**config.mk**
```make
export PLATFORM = sky130hd
export DESIGN_NAME = positional_list_engine
export DESIGN_NICKNAME = d
export VERILOG_FILES = /design/src/design/pll_pkg.sv /design/src/design/pll_cell.sv /design/src/design/positional_list_engine.sv
export SDC_FILE = /design/constraint.sdc
export NUM_CORES = 2
export LEC_CHECK = 0
export BUFFER_PORTS_ARGS = -buffer_cell sky130_fd_sc_hd__buf_2
export CAP_MARGIN = 20
export CORE_UTILIZATION = 41
export DETAILED_ROUTE_END_ITERATION = 8
export GPL_TIMING_DRIVEN = 0
export PLACE_DENSITY_LB_ADDON = 0.12
export SLEW_MARGIN = 20
export SYNTH_ARGS = -nofsm -noshare
export SYNTH_HDL_FRONTEND = slang
export SYNTH_SLANG_ARGS = --single-unit
export TNS_END_PERCENT = 5
```
**constraint.sdc**
```tcl
create_clock -name i_clk -period 5.9 [get_ports i_clk]
set_input_delay 0.295 -clock i_clk [delete_from_list [all_inputs] [get_ports i_clk]]
set_output_delay 0.295 -clock i_clk [all_outputs]
set_load 0.02 [all_outputs]
```
**src/design/pll_pkg.sv**
```systemverilog
`timescale 1ns / 1ps

package pll_pkg;

    localparam int DEPTH_DEF = 16;
    localparam int FUNC_W    = 2;
    localparam int POS_W     = 5;
    localparam int DATA_W    = 32;
    localparam int STATUS_W  = 2;

    localparam logic [FUNC_W-1:0] FUNC_INSERT  = 2'd0;
    localparam logic [FUNC_W-1:0] FUNC_DELETE  = 2'd1;
    localparam logic [FUNC_W-1:0] FUNC_SEARCH  = 2'd2;
    localparam logic [FUNC_W-1:0] FUNC_REPLACE = 2'd3;

    localparam logic [STATUS_W-1:0] ST_OK       = 2'd0;
    localparam logic [STATUS_W-1:0] ST_BADPOS   = 2'd1;
    localparam logic [STATUS_W-1:0] ST_FULL     = 2'd2;
    localparam logic [STATUS_W-1:0] ST_NOTFOUND = 2'd3;

    typedef struct packed {
        logic [FUNC_W-1:0]        func;
        logic [POS_W-1:0]         position;
        logic signed [DATA_W-1:0] value;
        logic signed [DATA_W-1:0] new_value;
    } t_in_item;

    typedef struct packed {
        logic [STATUS_W-1:0] status;
        logic [POS_W-1:0]    found_position;
        logic [POS_W-1:0]    list_length;
    } t_out_item;

    typedef struct packed {
        logic insert;
        logic delete;
        logic replace;
    } t_cell_op;

endpackage

```
**src/design/pll_cell.sv**
```systemverilog
`timescale 1ns / 1ps

module pll_cell #(
    parameter int DEPTH = pll_pkg::DEPTH_DEF,
    parameter int IDX   = 0
) (
    input  logic                              i_clk,
    input  pll_pkg::t_cell_op                 i_op,
    input  logic signed [pll_pkg::DATA_W-1:0] i_value,
    input  logic signed [pll_pkg::DATA_W-1:0] i_new_value,
    input  logic [$clog2(DEPTH+1)-1:0]        i_count,
    input  logic [$clog2(DEPTH)-1:0]          i_pos_idx,
    input  logic signed [pll_pkg::DATA_W-1:0] i_prev_entry,
    input  logic signed [pll_pkg::DATA_W-1:0] i_next_entry,
    input  logic                              i_hit,
    output logic                              o_hit,
    output logic                              o_first,
    output logic signed [pll_pkg::DATA_W-1:0] o_entry
);
    import pll_pkg::*;

    localparam int CW = $clog2(DEPTH + 1);
    localparam int IW = $clog2(DEPTH);
    localparam logic [CW-1:0] MY_CNT = CW'(IDX);
    localparam logic [IW-1:0] MY_IDX = IW'(IDX);

    logic signed [DATA_W-1:0] r_entry;
    logic signed [DATA_W-1:0] n_entry;
    logic                     w_match;

    assign w_match = (MY_CNT < i_count) && (r_entry == i_value);
    assign o_first = w_match && !i_hit;
    assign o_hit   = w_match || i_hit;
    assign o_entry = r_entry;

    always_comb begin
        n_entry = r_entry;
        if (i_op.insert) begin
            if (MY_IDX == i_pos_idx) begin
                n_entry = i_value;
            end else if (MY_IDX > i_pos_idx) begin
                n_entry = i_prev_entry;
            end
        end else if (i_op.delete) begin
            if (MY_IDX >= i_pos_idx) begin
                n_entry = i_next_entry;
            end
        end else if (i_op.replace && o_first) begin
            n_entry = i_new_value;
        end
    end

    always_ff @(posedge i_clk) begin
        r_entry <= n_entry;
    end

endmodule

```
**src/design/positional_list_engine.sv**
```systemverilog
`timescale 1ns / 1ps
// Latency: a result is valid in the cycle after its input transfer.
// Throughput: one item per cycle unless output stalls; every operation finishes in the single
// update of the cell row, whose first-match search ripples through the cells within that cycle.
// Reset clears the entry count and the output valid; the stored entries are not cleared.

module positional_list_engine #(
    parameter int DEPTH = pll_pkg::DEPTH_DEF
) (
    input  logic               i_clk,
    input  logic               i_rst_n,
    input  logic               i_in_valid,
    output logic               o_in_ready,
    input  pll_pkg::t_in_item  i_in_data,
    output logic               o_out_valid,
    input  logic               i_out_ready,
    output pll_pkg::t_out_item o_out_data
);
    import pll_pkg::*;

    localparam int CW = $clog2(DEPTH + 1);
    localparam int IW = $clog2(DEPTH);
    localparam int PW = ((CW > POS_W) ? CW : POS_W) + 1;

    logic                     w_accept;
    logic signed [DATA_W-1:0] w_entry [DEPTH];
    logic [DEPTH:0]           w_hit;
    logic [DEPTH-1:0]         w_first;
    logic [CW-1:0]            w_found;
    logic [PW-1:0]            w_found_ext;
    logic [PW-1:0]            w_pos;
    logic [PW-1:0]            w_cnt;
    logic [PW-1:0]            w_len_ext;
    logic [IW-1:0]            w_pos_idx;
    t_cell_op                 w_op;

    logic [CW-1:0] r_count;
    logic [CW-1:0] n_count;
    logic          r_out_valid;
    t_out_item     r_out_data;
    t_out_item     n_out_data;

    assign o_in_ready = !r_out_valid || i_out_ready;
    assign w_accept   = i_in_valid && o_in_ready;
    assign w_hit[0]   = 1'b0;

    for (genvar g = 0; g < DEPTH; g++) begin : g_cell
        logic signed [DATA_W-1:0] w_prev;
        logic signed [DATA_W-1:0] w_next;

        if (g == 0) begin : g_first
            assign w_prev = i_in_data.value;
        end else begin : g_mid
            assign w_prev = w_entry[g-1];
        end

        if (g == DEPTH - 1) begin : g_last
            assign w_next = w_entry[g];
        end else begin : g_inner
            assign w_next = w_entry[g+1];
        end

        pll_cell #(
            .DEPTH(DEPTH),
            .IDX  (g)
        ) u_cell (
            .i_clk       (i_clk),
            .i_op        (w_op),
            .i_value     (i_in_data.value),
            .i_new_value (i_in_data.new_value),
            .i_count     (r_count),
            .i_pos_idx   (w_pos_idx),
            .i_prev_entry(w_prev),
            .i_next_entry(w_next),
            .i_hit       (w_hit[g]),
            .o_hit       (w_hit[g+1]),
            .o_first     (w_first[g]),
            .o_entry     (w_entry[g])
        );
    end

    always_comb begin
        w_found = '0;
        for (int i = 0; i < DEPTH; i++) begin
            if (w_first[i]) begin
                w_found = w_found | CW'(i + 1);
            end
        end
    end

    assign w_found_ext = PW'(w_found);
    assign w_pos       = PW'(i_in_data.position);
    assign w_cnt       = PW'(r_count);
    assign w_pos_idx   = IW'(w_pos - PW'(1));
    assign w_len_ext   = PW'(n_count);

    always_comb begin
        w_op                      = '0;
        n_count                   = r_count;
        n_out_data.status         = ST_OK;
        n_out_data.found_position = '0;
        case (i_in_data.func)
            FUNC_INSERT: begin
                if (w_pos == '0 || w_pos > w_cnt + PW'(1)) begin
                    n_out_data.status = ST_BADPOS;
                end else if (r_count == CW'(DEPTH)) begin
                    n_out_data.status = ST_FULL;
                end else begin
                    w_op.insert = w_accept;
                    n_count     = r_count + CW'(1);
                end
            end
            FUNC_DELETE: begin
                if (w_pos == '0 || w_pos > w_cnt) begin
                    n_out_data.status = ST_BADPOS;
                end else begin
                    w_op.delete = w_accept;
                    n_count     = r_count - CW'(1);
                end
            end
            FUNC_SEARCH, FUNC_REPLACE: begin
                n_out_data.found_position = w_found_ext[POS_W-1:0];
                if (!w_hit[DEPTH]) begin
                    n_out_data.status = ST_NOTFOUND;
                end else if (i_in_data.func == FUNC_REPLACE) begin
                    w_op.replace = w_accept;
                end
            end
            default: begin
                n_out_data.status = ST_OK;
            end
        endcase
        n_out_data.list_length = w_len_ext[POS_W-1:0];
    end

    always_ff @(posedge i_clk) begin
        if (!i_rst_n) begin
            r_count     <= '0;
            r_out_valid <= 1'b0;
        end else begin
            if (w_accept) begin
                r_count     <= n_count;
                r_out_valid <= 1'b1;
            end else if (i_out_ready) begin
                r_out_valid <= 1'b0;
            end
        end
    end

    always_ff @(posedge i_clk) begin
        if (w_accept) begin
            r_out_data <= n_out_data;
        end
    end

    assign o_out_valid = r_out_valid;
    assign o_out_data  = r_out_data;

endmodule

```
Yosys cells after proc, flatten, opt, wreduce, memory -nomap -nowiden
Index checks and enable logic that the tools add are counted.
Widths: inputs -> output; s select.

word-level totals
  register bits = 530
  input bits = 75
  output and inout port bits = 14
  word-level logic and storage cells = 390

operators by class
  $add $sub $neg = 4
  $lt $le $gt $ge = 49
  equality and inequality tests = 67
  mux-type cells = 130
  reduce and logical (&&, ||, !) cells = 119

operators by type and width
  kind                count
  $mux 32             95
  $eq 32x32->1        16
  $ne 3x1->1 const B  29
  $logic_and 1x1->1   48
  $reduce_and 3->1    16
  $reduce_bool 3->1   15
  $lt 4x5->1 const A  8
  $eq 4x4->1 const A  8
  $gt 4x4->1 const A  8
  $mux 4              8
  $ge 4x4->1 const A  7
  $lt 3x5->1 const A  4
  $mux 5              4
  $logic_or 1x1->1    18
  $eq 3x4->1 const A  4
  $ge 3x4->1 const A  4
  $gt 3x4->1 const A  4
  $logic_not 1->1     16
  $mux 1              12
  $mux 3              4
  $lt 1x5->1 const A  2
  $lt 2x5->1 const A  2
  $mux 2              5
  $pmux 5 s2          1
  other kinds (24)    31

Logic depth before layout (Yosys ltp)
  word-level depth = 23
  mapped depth = 15
  gate-level depth less buffers = 12

By module
Synthesis repeated with hierarchy kept, for this count alone.

second synthesis, totals
  cell total of the unflattened synthesis = 3,846
  area total of the unflattened synthesis = 39,816.9 µm²

by module, submodules not included
  module                            instances  cells an instance  area an instance (µm²)  sequential area each (µm²)
  pll_cell (g_cell[11].u_cell ...)  2          231                2,399.8                 960.9
  pll_cell (g_cell[4].u_cell)       1          233                2,448.6                 960.9
  pll_cell (g_cell[5].u_cell)       1          232                2,433.6                 960.9
  pll_cell (g_cell[1].u_cell)       1          229                2,427.3                 960.9
  pll_cell (g_cell[14].u_cell)      1          231                2,422.3                 960.9
  pll_cell (g_cell[6].u_cell)       1          232                2,419.8                 960.9
  pll_cell (g_cell[12].u_cell)      1          233                2,414.8                 960.9
  pll_cell (g_cell[10].u_cell)      1          233                2,408.6                 960.9
  pll_cell (g_cell[9].u_cell)       1          232                2,401.1                 960.9
  pll_cell (g_cell[8].u_cell)       1          232                2,399.8                 960.9
  pll_cell (g_cell[0].u_cell)       1          231                2,393.5                 960.9
  pll_cell (g_cell[7].u_cell)       1          227                2,391.0                 960.9
  pll_cell (g_cell[13].u_cell)      1          230                2,389.8                 960.9
  pll_cell (g_cell[3].u_cell)       1          236                2,379.8                 960.9
  2 more rows                       -          -                  -                       -

Worst setup path after synthesis
OpenSTA, ideal clock, no wires.

  path type = reg-to-reg
  start point = reg r_count[0]
  end point = reg g_cell[5].u_cell.r_entry[0], enable pin
  library setup time = 0.472 ns
  arrival = 5.215 ns
  required time = 5.428 ns
  setup slack = 0.213 ns
  stages on the path, launching flop included = 15
  path buffers = 3
  period minus slack after synthesis = 5.687 ns
  path through = dfxtp_1 buf_2 inv_1 ha_1 inv_1 ha_1 nor2b_1 o21a_1 o21a_1 o31a_1 nor4_2 buf_4 a21oi_2 buf_4 o32ai_1

on the way
  longest elaborated chain between the ends = 22
  elaborated cells on any way between the ends = 67
  classes of those cells = add/sub: 1; order compare: 18; eq/ne: 3; mux: 7; reduce/logical: 38

ends and longest elaborated chain
  what                            line                           source
  from (decl)                     positional_list_engine.sv:37   logic [CW-1:0] r_count;
  from (signal assigned)          positional_list_engine.sv:142  r_count <= n_count;
  $lt 1x5->1                      pll_cell.sv:31                 assign w_match = (MY_CNT < i_count) && (r_entry == i_value);
  $logic_and 1x1->1               pll_cell.sv:31
  $logic_or 1x1->1 (15 in a row)  pll_cell.sv:33                 assign o_hit = w_match || i_hit;
  $mux 1                          positional_list_engine.sv:123  if (!w_hit[DEPTH]) begin
  $mux 1                          positional_list_engine.sv:102  case (i_in_data.func)
  $logic_and 1x1->1               pll_cell.sv:48                 end else if (i_op.replace && o_first) begin
  $reduce_bool 3->1 (no line)     -
  $reduce_and 3->1 (no line) (*)  -
  to (signal assigned)            pll_cell.sv:54                 r_entry <= n_entry;
  to (decl)                       pll_cell.sv:27                 logic signed [DATA_W-1:0] r_entry;

Every way passes the cells marked *; elsewhere a longest branch is shown, timed or not.
A chain may end at the register's enable or synchronous reset.

Worst setup path after layout
  start point = reg r_count[2]
  end point = reg g_cell[1].u_cell.r_entry[16], enable pin

on the way
  longest elaborated chain between the ends = 22
  elaborated cells on any way between the ends = 67
  classes of those cells = add/sub: 1; order compare: 18; eq/ne: 3; mux: 7; reduce/logical: 38

ends and longest elaborated chain
  what                            line
  $lt 1x5->1                      pll_cell.sv:31
  $logic_and 1x1->1               pll_cell.sv:31
  $logic_or 1x1->1 (15 in a row)  pll_cell.sv:33
  $mux 1                          positional_list_engine.sv:123
  $mux 1                          positional_list_engine.sv:102
  $logic_and 1x1->1               pll_cell.sv:48
  $reduce_bool 3->1 (no line)     -
  $reduce_and 3->1 (no line) (*)  -
  to (signal assigned)            pll_cell.sv:54
  to (decl)                       pll_cell.sv:27

Marked as above.

==> flow_summary.toml <==
[clocking]
cts.sink_count = 530
cts-buffers-inserted = 68
clk_path_buf_depth = 3
h-tree-depth = 3
clk_latency_ns = 0.68
cts_tree = "built"
clk_pin_slew_worst_paths_ns = 0.06
cts_root_buffer = "clkbuf_16"

[worst_setup_path]
crit_buf_inv = 5
path_class = "register to register"
rr_startpoint = "r_count[2]"
cp-start-kind = "register"
path_cells = "buf_4, buf_2, nand3_1, xnor2_1, ha_1, nand4_1, mux2i_1, a21oi_1, o31a_1, nor4_2, buf_4, buf_2, o21ai_1, o22ai_4, buf_16"
critPathArrivalTime_ns = 5.60
rrSetupSlack_ns = 0.66
slowest_stage = "o22ai_4"
slowest_delay_ns = 0.72
cp-startpoint = "r_count[2]"
crit_family = "buffers and inverters"
cp-end-kind = "register"
crit_fanout = 17
cp.required_ns = 6.26

[grt]
globalRouteOverflowTotal = 0
grtUsageTotal_pct = 52.4
antenna_found_initial = 10
grt_max_degree = 31
grt_pass1_wl_um = 315000
grt_pass1_vias = 34700

[floorplan]
core_area_sq_um = 88500
pin_count = 89
start_util_pct = 41.5
dieArea_sq_um = 90700
fp-row-count = 109
die_h_um = 301
dieWidth_um = 301

[sta]
setup_viol = 0
max_freq_mhz = 191
skew_ns = 0.0396
period_minus_slack_ns = 5.24
tightest_slew_ns = 1.30
hold_viol = 0
post-route-period-util_pct = 88.9
final.setup.worst_slack_ns = 0.656
rsz0062_at_grt = "false"
slew_violations = 0
relSlewSlack_pct = 12.7

[drt]
route.detailed.drc = 64
wirelength_um = 242000
wl_per_cell_um = 45.5
dr.pass1.iters = 9
vias_per_cell = 7.09
drt_iter0_drc = 7370
final_antenna_net_count = 0
vias = 37800

[yosys]
synth_fp_nets = 4023
synth-seq-cells = 530
yosys-top-cells-area = "edfxtp_1 (43%), nand2_1 (9.9%), a211oi_1 (9.2%)"
synth-edff-count = 524
seq_area_frac_synth_pct = 43.2
synth.distinct_cells = 75
synth_top_area_cell = "edfxtp_1"
synth_top_area_share_pct = 42.9
synth_flop_cell = "edfxtp_1"
syn_inst = 3930
postSynth.asyncResetShare_pct = 0
yosys_warnings = 0
syn_area_per_cell_sq_um = 9.34
synth_area_sq_um = 36700

[pwr]
seq_power_share_pct = 40.7
powerDensity_nw_per_um2 = 266
internal-power_w = 0.00733
comb_power_share_pct = 21.5
vdd_drop_max_mv = 0.258
p_switching_w = 0.00379
clkPwrFrac_pct = 37.8
switching_share_pct = 34.1
leakage_nw = 14.6

[cells_and_area]
final_cells = 5326
final_core_util_pct = 47.2
drive_gt1_share_pct = 14.2
fillers = 8579
nets = 4198
area_growth_syn_to_layout_pct = 13.7

[placed_design]
dp.cells = 5189
pre_cts_slack_ns = 0.711
port_buffers = 56
place_congestion = 1.08
dp_hpwl_um = 176000

[worst_hold_path]
hold_path.startpoint = "i_in_data[16]"
hold_class = "input port to register"

[job]
cap_violations = 0

[status]
outcome = "finished, violations left"
violations = "DRC"
==> state kept, by name (all words and copies together) (netlist names) <==
register,flops
o_out_data,12
o_out_valid,1
r_count,5
g_cell.u_cell.o_entry,512
==> power by group through the flow <==
stage	Sequential [W]	Clock [W]	Combinational [W]
6_report	0.00453	0.00420	0.00239
5_1_grt	0.00451	0.00425	0.00239
4_1_cts	0.00450	0.00414	0.00221
3_5_place_dp	0.00458	0	0.00220
3_3_place_gp	0.00460	0	0.00211
2_1_floorplan	0.00450	0	0.00120
==> cell families (layout without fill, tap and decap cells) <==
kind of cell / Yosys count / after routing / share of synthesized area (%)
compound gates: 1100 / 1100 / 20.8
xor+xnor: 522 / 522 / 12.5
fa+ha+maj: 18 / 18 / 0.613
buf+inv: 454 / 682 / 7.10
flops: 530 / 530 / 43.2
mux: 35 / 35 / 0.954
other cells: 0 / 3 / 0
simple gates: 1271 / 1271 / 14.8
==> cell usage after synthesis, types with 3 or more instances <==
master,count
ha_1,18
a21oi_1,75
inv_1,10
o22ai_1,10
a211oi_1,449
nand2_1,968
nor4_2,9
a21boi_4,15
nor3_1,28
edfxtp_1,524
and3_1,10
nor4_1,60
xor2_1,244
dfxtp_1,6
mux2i_1,35
or2_2,3
buf_4,55
o21ai_1,26
o211ai_1,6
a31oi_1,449
a21boi_2,10
xnor2_1,278
a21boi_1,7
nand3_1,26
nor2b_1,5
buf_2,180
a221oi_1,3
buf_6,59
clkbuf_1,142
nand3b_1,5
nand2b_1,5
nor2_1,58
nand4b_1,3
a2111oi_2,3
o31a_1,3
o21ai_0,21
nand4_1,75
==> cell usage in the layout (no fill, tap or decap), drive strengths merged, types with 59 or more instances in the layout <==
cell type / count
nor4: 69
nor2: 59
edfxtp: 524
nand4: 75
buf: 392
nand2: 969
a31oi: 449
xor2: 244
a21oi: 76
clkbuf: 228
xnor2: 278
a211oi: 449
==> worst min-delay path, delay by kind of cell <==
kind            cells  cell delay, ns
compound gates      1            0.12
buf+inv             1            0.09
simple gates        1            0.05
==> final timing paths <==
check                             endpoint  cells after the start
max           g_cell[1].u_cell.o_entry[16]                     15
min          g_cell[15].u_cell.o_entry[16]                      3
max reg2reg   g_cell[1].u_cell.o_entry[16]                     15
min reg2reg                     r_count[3]                      2
==> metrics by stage <==
stage | TNS [ns] | hold slack (ns) | cell area (sq um) | total power, W
finish | 0 | 0.0230 | 41800 | 0.0111
global route | 0 | 0.0285 | 41700 | 0.0112
CTS | 0 | 0.00284 | 41700 | 0.0108
detailed placement | 0 | 0.518 | 39500 | 0.00678
global placement | -502.36 | 0.515 | 38500 | 0.00670
floorplan | 0 | 0.420 | 36700 | 0.00570
==> layer usage <==
layer  vias up  track usage, %  part of all wire [%]  routed length (um)
met5         -           0.582                 0.048                 117
met2      3761            67.2                    37               90100
met3       826            23.8                    16               39600
met4        14            41.8                   9.7               23500
li1      14900               -                     -                   -
met1     18300            66.7                    37               89000
==> timing repair <==
action | CTS | global route
endpoints found under the hold margin | 11 | 0
hold buffers | 11 | 0
gates resized for setup | 0 | 0
buffers inserted | 0 | 0
==> area by class of cell <==
class / instances / area [sq um] / share of cell area (%)
Inverter: 13 / 48.8 / 0.117
Multi-Input combinational cell: 2946 / 18500 / 44.3
Clock inverter: 38 / 248 / 0.593
Buffer: 441 / 2590 / 6.21
Antenna cell: 3 / 7.51 / 0.0180
Clock buffer: 85 / 1830 / 4.38
Sequential cell: 530 / 15900 / 38.0
Timing Repair Buffer: 105 / 1210 / 2.89
Tap cell: 1165 / 1460 / 3.49
No activity file was read; power rests on OpenSTA's default activity.
